`src/crfd_pkg.sv`:
```
package crfd_pkg;

   // Frame layout.
   localparam int unsigned FRAME_BYTES = 14;
   localparam int unsigned POS_W       = 4;
   localparam int unsigned ANGLE_FIRST = 4;
   localparam int unsigned SUM_LAST    = 12;
   localparam int unsigned ANGLE_COUNT = 9;
   localparam int unsigned ANGLE_W     = 19;
   localparam int unsigned MAG_W       = 18;

   localparam logic [7:0]       HDR_BYTE = 8'h68;
   localparam logic [POS_W-1:0] POS_HUNT = '0;
   localparam logic [POS_W-1:0] POS_LAST = POS_W'(FRAME_BYTES - 1);

   typedef logic [ANGLE_COUNT-1:0][7:0] angle_bytes_type;
   typedef logic [2:0][7:0]             angle_group_type;
   typedef logic signed [ANGLE_W-1:0]   angle_type;

   // Status of the byte currently being processed.
   typedef struct packed {
      logic frame_end;
      logic checksum_ok;
   } frame_status_type;

endpackage

```
`src/compass_response_frame_decoder_unit.sv`:
```
// Tilt-compass reply frame decoder.
// The req channel carries one received byte per item (req_rx_byte). The
// block hunts for the header byte, collects the thirteen further bytes of
// the frame and sums bytes one to twelve modulo 256.
// On the checksum byte one item leaves on the rsp channel: pitch, roll and
// heading in signed hundredths of a degree, and rsp_frame_ok set when the
// checksum matched. Other bytes produce no item.
// Throughput is one byte per cycle while req_ready is high. A byte goes into an
// input register and is processed there; the result register is loaded when
// a checksum byte leaves the input register, which raises rsp_valid.
// Reset (synchronous, active high) empties both registers and returns the
// block to header hunting.
// When the receiver stalls, the result register holds its item; bytes that
// produce no result keep flowing, and a further checksum byte waits in the
// input register, which drops req_ready until the result is taken.
module compass_response_frame_decoder_unit
   import crfd_pkg::*;
(
   input  logic      clock,
   input  logic      reset,
   input  logic      req_valid,
   output logic      req_ready,
   input  logic [7:0] req_rx_byte,
   output logic      rsp_valid,
   input  logic      rsp_ready,
   output angle_type rsp_pitch_centideg,
   output angle_type rsp_roll_centideg,
   output angle_type rsp_heading_centideg,
   output logic      rsp_frame_ok
);

   logic             in_valid_ff;
   logic [7:0]       in_byte_ff;
   logic             rsp_valid_ff;
   angle_type        pitch_ff, roll_ff, heading_ff;
   logic             ok_ff;
   logic             advance;
   angle_bytes_type  angle_bytes;
   frame_status_type status;
   angle_type        pitch, roll, heading;

   // The held item advances unless it produces a result that has no room.
   assign advance   = in_valid_ff && (!status.frame_end || !rsp_valid_ff || rsp_ready);
   assign req_ready = !in_valid_ff || advance;

   // Input register.
   always_ff @(posedge clock) begin
      if (reset) begin
         in_valid_ff <= 1'b0;
      end else if (req_ready) begin
         in_valid_ff <= req_valid;
      end
   end

   always_ff @(posedge clock) begin
      if (req_ready && req_valid) begin
         in_byte_ff <= req_rx_byte;
      end
   end

   crfd_frame_tracker u_tracker (
      .clock       (clock),
      .reset       (reset),
      .step        (advance),
      .rx_byte     (in_byte_ff),
      .angle_bytes (angle_bytes),
      .status      (status)
   );

   crfd_angle_decode u_pitch (
      .group_bytes (angle_group_type'(angle_bytes[2:0])),
      .angle       (pitch)
   );

   crfd_angle_decode u_roll (
      .group_bytes (angle_group_type'(angle_bytes[5:3])),
      .angle       (roll)
   );

   crfd_angle_decode u_heading (
      .group_bytes (angle_group_type'(angle_bytes[8:6])),
      .angle       (heading)
   );

   // Result register.
   always_ff @(posedge clock) begin
      if (reset) begin
         rsp_valid_ff <= 1'b0;
      end else if (advance && status.frame_end) begin
         rsp_valid_ff <= 1'b1;
      end else if (rsp_ready) begin
         rsp_valid_ff <= 1'b0;
      end
   end

   always_ff @(posedge clock) begin
      if (advance && status.frame_end) begin
         pitch_ff   <= pitch;
         roll_ff    <= roll;
         heading_ff <= heading;
         ok_ff      <= status.checksum_ok;
      end
   end

   assign rsp_valid            = rsp_valid_ff;
   assign rsp_pitch_centideg   = pitch_ff;
   assign rsp_roll_centideg    = roll_ff;
   assign rsp_heading_centideg = heading_ff;
   assign rsp_frame_ok         = ok_ff;

endmodule

```
`src/crfd_angle_decode.sv`:
```
module crfd_angle_decode
   import crfd_pkg::*;
(
   input  angle_group_type group_bytes,
   output angle_type       angle
);

   logic [MAG_W-1:0] mag;
   logic             negative;

   // Each nibble keeps its place weight, including nibbles above nine.
   always_comb begin
      mag = MAG_W'(group_bytes[0][3:0]) * MAG_W'(10000)
          + MAG_W'(group_bytes[1][7:4]) * MAG_W'(1000)
          + MAG_W'(group_bytes[1][3:0]) * MAG_W'(100)
          + MAG_W'(group_bytes[2][7:4]) * MAG_W'(10)
          + MAG_W'(group_bytes[2][3:0]);
      negative = (group_bytes[0][7:4] != 4'd0);
   end

   // Any nonzero sign nibble negates; a zero magnitude stays zero.
   assign angle = negative ? -angle_type'({1'b0, mag}) : angle_type'({1'b0, mag});

endmodule

```
`src/crfd_frame_tracker.sv`:
```
module crfd_frame_tracker
   import crfd_pkg::*;
(
   input  logic             clock,
   input  logic             reset,
   input  logic             step,
   input  logic [7:0]       rx_byte,
   output angle_bytes_type  angle_bytes,
   output frame_status_type status
);

   logic [POS_W-1:0] pos_ff, pos_in;
   logic [7:0]       sum_ff, sum_in;
   angle_bytes_type  bytes_ff, bytes_in;
   logic             hunting;

   assign hunting = (pos_ff == POS_HUNT) || (pos_ff > POS_LAST);

   // Position, checksum and angle byte updates for one item.
   always_comb begin
      pos_in   = pos_ff;
      sum_in   = sum_ff;
      bytes_in = bytes_ff;
      if (hunting) begin
         if (rx_byte == HDR_BYTE) begin
            pos_in = POS_W'(1);
            sum_in = 8'd0;
         end else begin
            pos_in = POS_HUNT;
         end
      end else if (pos_ff == POS_LAST) begin
         pos_in = POS_HUNT;
      end else begin
         if (pos_ff <= POS_W'(SUM_LAST)) begin
            sum_in = sum_ff + rx_byte;
         end
         for (int i = 0; i < ANGLE_COUNT; i++) begin
            if (pos_ff == POS_W'(ANGLE_FIRST + i)) begin
               bytes_in[i] = rx_byte;
            end
         end
         pos_in = pos_ff + POS_W'(1);
      end
   end

   // Control state is reset; stored angle bytes are written before use.
   always_ff @(posedge clock) begin
      if (reset) begin
         pos_ff <= POS_HUNT;
         sum_ff <= 8'd0;
      end else if (step) begin
         pos_ff <= pos_in;
         sum_ff <= sum_in;
      end
   end

   always_ff @(posedge clock) begin
      if (step) begin
         bytes_ff <= bytes_in;
      end
   end

   assign angle_bytes        = bytes_ff;
   assign status.frame_end   = !hunting && (pos_ff == POS_LAST);
   assign status.checksum_ok = (rx_byte == sum_ff);

endmodule

```
`config.mk`:
```
export PLATFORM = sky130hd
export DESIGN_NAME = compass_response_frame_decoder_unit
export DESIGN_NICKNAME = d
export VERILOG_FILES = /design/src/crfd_pkg.sv /design/src/compass_response_frame_decoder_unit.sv /design/src/crfd_angle_decode.sv /design/src/crfd_frame_tracker.sv
export SDC_FILE = /design/constraint.sdc
export NUM_CORES = 1
export LEC_CHECK = 0
export BUFFER_PORTS_ARGS = -buffer_cell sky130_fd_sc_hd__buf_2
export CORE_ASPECT_RATIO = 1.25
export CORE_MARGIN = 3
export CORE_UTILIZATION = 50
export DETAILED_ROUTE_END_ITERATION = 10
export GPL_ROUTABILITY_DRIVEN = 0
export PLACE_DENSITY = 0.67
export RECOVER_POWER = 25
export SYNTH_ARGS = -nofsm -noshare
export SYNTH_HDL_FRONTEND = slang
export SYNTH_SLANG_ARGS = --single-unit
```
`constraint.sdc`:
```
create_clock -name clock -period 13.5 [get_ports clock]
set_clock_uncertainty 0.05 [all_clocks]
set_input_delay 2.7 -clock clock [delete_from_list [all_inputs] [get_ports clock]]
set_output_delay 2.7 -clock clock [all_outputs]
set_load 0.05 [all_outputs]
```
==> impl_metrics.ini, run 1 <==
[floorplan]
chipWidth_um = 152
initial_core_util_pct = 51.0
coreArea_mm2 = 0.0262
die_y_um = 189
dieArea_mm2 = 0.0287
io_pins = 72
row_count = 66

[sta]
relSlewSlack_pct = 11.8
maxSlewViolCount = 0
finalSetupViolCount = 0
rsz0062_at_grt = false
timing.setup.tns_ns = 0
fmax_mhz = 154
post-route-period-util_pct = 48.2
finalHoldViolCount = 0
tightest_slew_ns = 1.31
worst_slack_ns = 7.00
layout_min_cycle_time_ns = 6.50

[finish]
layout_common_cells = 210 x ha_1, 184 x inv_1, 138 x edfxtp_1, 82 x fa_1, 81 x xnor2_1
nFillCells = 2264
final_nets = 1623
antennaDiodeCount = 0
drive_above_1_share_pct = 9.61
final_common_cell = ha_1
syn2layout_area_growth_pct = 9.82

[cts]
post_cts_buffers = 0
cts_tree = yes
ctsHoldBuffers = 0
clkTransAtPathRegs_ns = 0.07
worstSkewPairLatency_ns = 0.43
clock-root-buffer = clkbuf_16
htreeDepth = 4
ctsResizeCount = 0
clock_path_buffers = 2
cts_num_sinks = 152
cts_buffers = 17

[global_routing]
grt_pass1_vias = 9287
antenna_found_initial = 0
grt_usage_pct = 18.4
grt_pass1_wl_um = 43700
grt_max_degree = 58
overflow = 0

[place]
io_buffers = 71
pre_cts_ws_ns = 7.25
dpl.hpwl_um = 19600

[worst_setup_path]
worst-r2r-setup-slack_ns = 7.00
max_stage_delay_ns = 0.61
required_ns = 13.63
cpLargestDelayFamily = adder cells
path_depth = 18
crit_chain = fa_1 > inv_1 > fa_1 > inv_1 > ha_1 > a21oi_1 > xnor2_1 > fa_1 > ha_1 > ha_1 > a2111oi_0 > o21ai_0 > a41oi_1 > xnor2_1 > nor3_1 > nor4b_1 > nor3_1 > a2111o_1
r2r_cells = 18
end_kind = register
critPathKind = register to register
crit_buf_inv = 2
cp-start-kind = register
worstReg2RegStart = u_tracker.angle_bytes[62]
cp_max_fo = 6
rr_endpoint = rsp_heading_centideg[17]
worst_ep_arrival_time_ns = 6.63
crit_slowest_cell = fa_1

[min_path]
hp-start = u_tracker.angle_bytes[64]
hold_class = register to register
hold_path_end = rsp_heading_centideg[0]
hold_depth = 0

[pwr]
swShare_pct = 22.3
clockPowerShare_pct = 46.6
power_switching_uw = 222
p_int_uw = 777
ir_drop_mv = 0.0819
leakage_uw = 0.00663
pwr-share-comb_pct = 0.9
seq_power_share_pct = 52.4
powerDensity_mw_per_mm2 = 68.1

[drt]
wirelength_um = 25000
drc = 0
final_antenna_net_count = 0
wl_per_cell_um = 14.9
top_layer = met4
vias = 8961
dr_wl_met3_um = 720
drtIter0Drc = 342
dr.pass1.iters = 5
wl_met1_um = 10700
routed_via_density = 5.36
wl_met2_um = 13200

[synth]
synthesis.instances = 1237
ys_types = 77
netlist_area_mm2 = 0.0134
syn-mean-instance-area_um2 = 10.8
yosysWarningCount = 0
yosysSeqAreaShare_pct = 33.1
async_flop_share_pct = 0
synth_fp_nets = 1541
synth-edff-count = 138
ys_seq_elements = 152
synthFlopType = edfxtp_1

[status]
status = complete, no violations

[flow_run]
cap_violations = 0
-- layout make-up --
| cell class | count | area (um^2) | area share, % |
|---|---|---|---|
| clock buffer | 18 | 429 | 2.93 |
| clock inverter | 14 | 140 | 0.956 |
| inverter | 184 | 691 | 4.71 |
| multi-input combinational | 889 | 8170 | 55.7 |
| sequential | 152 | 4420 | 30.2 |
| tap | 340 | 425 | 2.90 |
| timing repair buffer | 75 | 385 | 2.63 |
-- worst max-delay path by stage --
| stage | to | start |
|---|---|---|
| 6_report | rsp_heading_centideg[17] | u_tracker.angle_bytes[62] |
| 5_1_grt | rsp_heading_centideg[17] | u_tracker.angle_bytes[62] |
| 4_1_cts | rsp_heading_centideg[17] | u_tracker.angle_bytes[62] |
| 3_5_place_dp | req_ready | rsp_ready |
| 3_3_place_gp | req_ready | rsp_ready |
| 2_1_floorplan | req_ready | rsp_ready |
-- cell families (layout without fill, tap and decap cells) --
logic type               Yosys count  count (layout)  synth area share (%)
buffers and inverters            196             291                  5.79
adder cells (fa/ha/maj)          292             292                  32.0
flip-flops                       152             152                  33.1
AND/OR/NAND/NOR                  241             241                  9.10
AO/OA/AOI/OAI                    229             229                  11.6
XOR/XNOR                         122             122                  8.00
multiplexers                       5               5                 0.384
-- per-layer routing --
metal	up-vias	track usage, %
met3	34	2.80
met4	0	5.67
met1	4308	21.7
li1	4486	-
met2	133	34.4
met5	-	0
-- synth_stat cells (all sizes together), types with 5 or more instances --
cell / count / area [um^2]
ha: 210 / 2630
inv: 184 / 691
edfxtp: 138 / 4140
fa: 82 / 1640
xnor2: 81 / 709
nor2: 73 / 274
a21oi: 53 / 265
nand2: 50 / 188
o21ai: 41 / 209
xor2: 41 / 359
a21o: 36 / 272
nor3: 26 / 135
dfxtp: 14 / 280
nor2b: 13 / 81.3
a22oi: 12 / 90.1
o21bai: 12 / 90.1
a211oi: 11 / 87.6
clkbuf: 10 / 38.8
nand2b: 10 / 62.6
or3: 10 / 62.6
nor4: 9 / 56.3
nand3: 8 / 40.0
and2: 7 / 43.8
or2: 7 / 43.8
a31oi: 6 / 37.5
and3: 6 / 38.8
o21a: 6 / 45.0
o31ai: 5 / 37.5
or4: 5 / 42.5
-- per-stage QoR --
| stage | hold WS (ns) | std cells | area, um^2 | power, uW | util [%] |
|---|---|---|---|---|---|
| 2_1_floorplan | 0.414 | 1237 | 13400 | 534 | - |
| 3_3_place_gp | 0.440 | 1640 | 14100 | 543 | 53.8 |
| 3_5_place_dp | 0.435 | 1640 | 14100 | 544 | 53.8 |
| 4_1_cts | 0.451 | 1672 | 14700 | 1010 | 56.0 |
| 5_1_grt | 0.489 | 1672 | 14700 | 1030 | 56.0 |
| 6_report | 0.459 | 1672 | 14700 | 999 | 56.0 |
-- power groups by stage --
stage	Sequential, uW	Combinational, uW	Clock, uW
5_1_grt	524	10.6	494
3_3_place_gp	534	9.10	0
4_1_cts	524	9.48	475
3_5_place_dp	534	9.38	0
6_report	524	9.46	466
2_1_floorplan	528	6.29	0
-- state kept, by name (all words and copies together) (netlist names) --
name	count
rsp_frame_ok	1
rsp_valid	1
rsp_roll_centideg	19
in_valid_ff	1
u_tracker.angle_bytes	72
rsp_pitch_centideg	19
rsp_heading_centideg	19
u_tracker.sum_ff	8
in_byte_ff	8
u_tracker.pos_ff	4
No activity file was read; power rests on OpenSTA's default activity.
==> run 2, diff against run 1 <==
==> constraint.sdc (replaced) <==
create_clock -name clock -period 6.5 [get_ports clock]
set_clock_uncertainty 0.05 [all_clocks]
set_input_delay 1.3 -clock clock [delete_from_list [all_inputs] [get_ports clock]]
set_output_delay 1.3 -clock clock [all_outputs]
set_load 0.05 [all_outputs]
==> run 2 against run 1 <==
Hold slack better by 0.0028 ns. Clock power grew 120%. Largest power group unchanged. Routed wire length increased by 0.24%.
==> impl_metrics.ini, run 2 (synthesis results as in run 1) <==
[status]
status = complete, no violations

[finish]
final_nets = 1624
nFillCells = 2260
final_cell_count_no_fill = 1673
final_common_cell = ha_1
drive_above_1_share_pct = 9.83
layout_common_cells = 210 x ha_1, 184 x inv_1, 138 x edfxtp_1, 82 x fa_1, 81 x xnor2_1
largest_reg_flops = 72
multi_input_area_mm2 = 0.00818
syn2layout_area_growth_pct = 10.2
antennaDiodeCount = 0
ff_latch_area_mm2 = 0.00442

[pwr]
leakage_uw = 0.00666
swShare_pct = 22.0
power_switching_uw = 466
seq_power_share_pct = 51.4
powerDensity_mw_per_mm2 = 144
clockPowerShare_pct = 47.7
pwr-share-comb_pct = 0.9
power.total_uw = 2120
ir_drop_mv = 0.147
p_int_uw = 1650

[worst_setup_path]
crit_chain = fa_1 > inv_1 > fa_1 > inv_1 > ha_1 > a21o_1 > a21oi_1 > xnor2_1 > fa_1 > inv_1 > ha_1 > ha_1 > a211oi_1 > a221oi_1 > a311o_1 > a211oi_1 > nor2_1 > nor4b_2 > nor3_1 > a2111o_1
end_kind = register
crit_start = u_tracker.angle_bytes[62]
rr_endpoint = rsp_heading_centideg[17]
worstReg2RegStart = u_tracker.angle_bytes[62]
cp_max_fo = 6
critPathKind = register to register
worst_ep_arrival_time_ns = 6.22
cp-start-kind = register
r2r_cells = 20
cpLargestDelayFamily = adder cells
required_ns = 6.62
crit_slowest_cell = fa_1
worst-r2r-setup-slack_ns = 0.41
max_stage_delay_ns = 0.62
crit_buf_inv = 3

[floorplan]
initial_core_util_pct = 51.0
io_pins = 72
dieArea_mm2 = 0.0287
chipWidth_um = 152
row_count = 66
coreArea_mm2 = 0.0262
die_y_um = 189

[global_routing]
grt_max_degree = 58
grt_pass1_vias = 9246
antenna_found_initial = 0
grt_usage_pct = 18.2
grt_pass1_wl_um = 43300
overflow = 0

[sta]
layout_min_cycle_time_ns = 6.09
whs_ns = 0.462
timing.setup.tns_ns = 0
post-route-period-util_pct = 93.7
rsz0062_at_grt = false
fmax_mhz = 164
worst_slack_ns = 0.408
maxSlewViolCount = 0
finalSetupViolCount = 0
relSlewSlack_pct = 22.1
finalHoldViolCount = 0
tightest_slew_ns = 1.16

[drt]
drc = 0
wl_per_cell_um = 15.0
dr.pass1.iters = 5
final_antenna_net_count = 0
wirelength_um = 25000
vias = 8905
routed_via_density = 5.32
drtIter0Drc = 403

[flow_run]
cap_violations = 0

[cts]
cts_tree = yes
cts_buffers = 17
clkTransAtPathRegs_ns = 0.07
cts_num_sinks = 152
worstSkewPairLatency_ns = 0.43
htreeDepth = 4
clock_path_buffers = 2
clock-root-buffer = clkbuf_16
ctsHoldBuffers = 0

[min_path]
hold_class = register to register
hold_depth = 1
hold_path_end = u_tracker.sum_ff[7]
hp-start = u_tracker.sum_ff[7]

[place]
io_buffers = 71
pre_cts_ws_ns = 0.325
dpl.hpwl_um = 19800
place_inst = 1641
[run 2: cell count changes in the layout (fill, tap and decap cells not counted), sizes merged]
| cell | before | now |
|---|---|---|
| clkinv | 4 | 5 |
| bufinv | 1 | 2 |
| inv | 190 | 189 |
[run 2: worst max-delay path by stage]
| stage | to | slack (ns) | depth (start not counted) |
|---|---|---|---|
| 2_1_floorplan | rsp_heading_centideg[17] | 0.68 | 20 |
| 3_3_place_gp | rsp_heading_centideg[17] | 0.43 | 20 |
| 3_5_place_dp | rsp_heading_centideg[17] | 0.32 | 20 |
| 4_1_cts | rsp_heading_centideg[17] | 0.31 | 20 |
| 5_1_grt | rsp_heading_centideg[17] | 0.007 | 18 |
| 6_report | rsp_heading_centideg[17] | 0.41 | 20 |
[run 2: what timing repair did]
action                                  CTS  global route
endpoints found under the setup margin    0             1
setup buffers                             0             0
resized for setup                         0             2
[run 2: area by class of cell]
class / instances / share of cell area, %
flip-flops and latches: 152 / 30.1
well taps: 340 / 2.89
inverters: 184 / 4.70
clock buffers: 17 / 2.89
clock inverters: 15 / 1.15
multi-input cells: 889 / 55.6
repair buffers: 76 / 2.66
[run 2: per-stage QoR]
stage          utilization, %  instance area, um^2
3_3_place_gp             53.9                14100
5_1_grt                  56.2                14700
6_report                 56.2                14700
3_5_place_dp             53.9                14100
4_1_cts                  56.1                14700
2_1_floorplan               -                13400
[run 2: power by group through the flow]
stage               Combinational [uW]  Clock (uW)  Sequential, uW
CTS                               19.5        1030            1090
floorplan                         13.1           0            1100
detailed placement                19.3           0            1110
global route                      21.7        1070            1090
global placement                  18.7           0            1110
finish                            19.3        1010            1090
[run 2: routing by layer]
metal	track usage, %	vias up	wire length (um)
met1	21.7	4275	10900
met3	2.48	27	601
met5	0	-	0
li1	-	4487	-
met4	5.33	0	401
met2	34.2	116	13100
==> run 3, diff against run 2 <==
==> constraint.sdc (replaced) <==
create_clock -name clock -period 5.9 [get_ports clock]
set_clock_uncertainty 0.05 [all_clocks]
set_input_delay 1.18 -clock clock [delete_from_list [all_inputs] [get_ports clock]]
set_output_delay 1.18 -clock clock [all_outputs]
set_load 0.01 [all_outputs]
==> run 3 against run 2 <==
Non-clock buffer count is 32 higher. Sequential share of layout area fell by 0.93 points. Critical path depth decreased by 3. Routed wire length up 4.7%. Register-to-register slack worse by 0.23 ns. First-iteration DRC count up 16%. Fmax is 6.4% higher. Critical endpoint unchanged. Clock power grew 11%. Count of clock-buffer cells in the layout unchanged. Largest cell class unchanged. Setup slack lost 0.23 ns. Sequential cell count unchanged.
==> impl_metrics.ini, run 3 (synthesis results as in run 1) <==
[pwr]
swShare_pct = 23.3
power_switching_uw = 546
clockPowerShare_pct = 47.8
p_int_uw = 1790
powerDensity_mw_per_mm2 = 154
leakage_uw = 0.00685
seq_power_share_pct = 51.3
power.total_uw = 2340
ir_drop_mv = 0.158
pwr-share-comb_pct = 0.9

[global_routing]
grt_usage_pct = 18.5
grt_pass1_vias = 9383
grt_max_degree = 38
grt_pass1_wl_um = 43700
antenna_found_initial = 0
overflow = 0

[finish]
syn2layout_area_growth_pct = 13.7
drive_above_1_share_pct = 14.1
layout_common_cells = 204 x ha_1, 184 x inv_1, 138 x edfxtp_1, 81 x fa_1, 80 x xnor2_1
final_cell_count_no_fill = 1705
nFillCells = 2135
largest_reg_flops = 72
final_nets = 1656
final_common_cell = ha_1
antennaDiodeCount = 0

[cts]
cts_num_sinks = 152
clkTransAtPathRegs_ns = 0.08
worstSkewPairLatency_ns = 0.44
clock-root-buffer = clkbuf_16
htreeDepth = 4
cts_tree = yes
clock_path_buffers = 2
cts_buffers = 17

[drt]
drc = 0
dr.pass1.iters = 4
final_antenna_net_count = 0
wl_per_cell_um = 15.4
wirelength_um = 26200
vias = 9139
routed_via_density = 5.36
drtIter0Drc = 467

[sta]
finalHoldViolCount = 0
relSlewSlack_pct = 20.9
finalSetupViolCount = 0
layout_min_cycle_time_ns = 5.72
fmax_mhz = 175
tightest_slew_ns = 1.18
worst_slack_ns = 0.176
maxSlewViolCount = 0
post-route-period-util_pct = 97.0
timing.setup.tns_ns = 0

[floorplan]
chipWidth_um = 152
io_pins = 72
coreArea_mm2 = 0.0262
row_count = 66
die_y_um = 189
initial_core_util_pct = 51.0
dieArea_mm2 = 0.0287

[worst_setup_path]
crit_top_cell = fa_1
max_stage_delay_ns = 0.57
critPathKind = register to register
cpLargestDelayFamily = adder cells
cp-start-kind = register
crit_chain = buf_4 > ha_1 > fa_1 > inv_1 > fa_2 > fa_1 > fa_1 > inv_1 > ha_1 > nor2_1 > a21boi_0 > o21bai_1 > xnor2_1 > nand4b_1 > nor4b_4 > nor3_1 > a2111o_1
crit_buf_inv = 3
crit_start = u_tracker.angle_bytes[61]
required_ns = 6.03
end_kind = register
cp_max_fo = 4
worstReg2RegStart = u_tracker.angle_bytes[61]
worst_ep_arrival_time_ns = 5.85
crit_slowest_cell = fa_2

[place]
place_inst = 1661
pre_cts_ws_ns = -0.0291
io_buffers = 71
dpl.hpwl_um = 20200

[min_path]
hold_class = register to register
hp-start = u_tracker.sum_ff[3]

[flow_run]
cap_violations = 0

[status]
status = complete, no violations
[run 3: changes by cell type in the layout (fill, tap and decap cells not counted), moves of 4 or more]
cell     change
a21oi_1      -6
a21oi_2      +5
buf_4       +32
ha_1         -6
ha_4         +5
o21ai_0      -4
o21ai_1      +4
[run 3: power by group through the flow]
stage | sequential (uW) | combinational, uW | clock, uW
2_1_floorplan | 1210 | 14.4 | 0
3_3_place_gp | 1220 | 20.7 | 0
3_5_place_dp | 1220 | 21.3 | 0
4_1_cts | 1200 | 21.6 | 1140
5_1_grt | 1200 | 24.4 | 1180
6_report | 1200 | 21.5 | 1120
[run 3: worst paths after layout]
kind	to	cells after the start	slack, ns
worst max register to register	rsp_heading_centideg[17]	17	0.18
worst min register to register	u_tracker.sum_ff[3]	2	0.47
worst max-delay path	rsp_heading_centideg[17]	17	0.18
worst min-delay path	u_tracker.sum_ff[3]	2	0.47
[run 3: final cells by class]
| class | instances | area, um^2 | share of cell area [%] |
|---|---|---|---|
| clock inverters | 15 | 181 | 1.20 |
| flip-flops and latches | 152 | 4420 | 29.1 |
| clock buffers | 17 | 425 | 2.80 |
| multi-input cells | 889 | 8400 | 55.3 |
| repair buffers | 108 | 632 | 4.16 |
| inverters | 184 | 691 | 4.55 |
| well taps | 340 | 425 | 2.80 |
[run 3: layer usage]
layer	wire length [um]	part of all wire (%)	track usage, %	vias up
met5	0	0	0	-
met4	527	2.0	5.81	0
met3	787	3.0	2.50	45
met2	14000	54	35.0	163
met1	10900	41	21.5	4362
li1	-	-	-	4569
[run 3: timing repair]
action / 4_1_cts / 5_1_grt
hold buffers: 0 / 0
gates resized for setup: 3 / 40
endpoints found under the hold margin: 0 / 0
setup buffers: 0 / 12
endpoints found under the setup margin: 2 / 16
pin swaps: 0 / 17
[run 3: stage by stage]
stage          utilization [%]  hold WS (ns)  cell area (um^2)
2_1_floorplan                -         0.414             13400
3_3_place_gp              54.4         0.439             14300
3_5_place_dp              54.4         0.449             14300
4_1_cts                   56.8         0.466             14900
5_1_grt                   58.0         0.502             15200
6_report                  58.0         0.465             15200
[run 3: tightest hold or removal path, stage by stage, from the launching register on]
cell	delay [ns]
dfxtp_1	0.33
a22oi_1	0.08
nor2_1	0.07
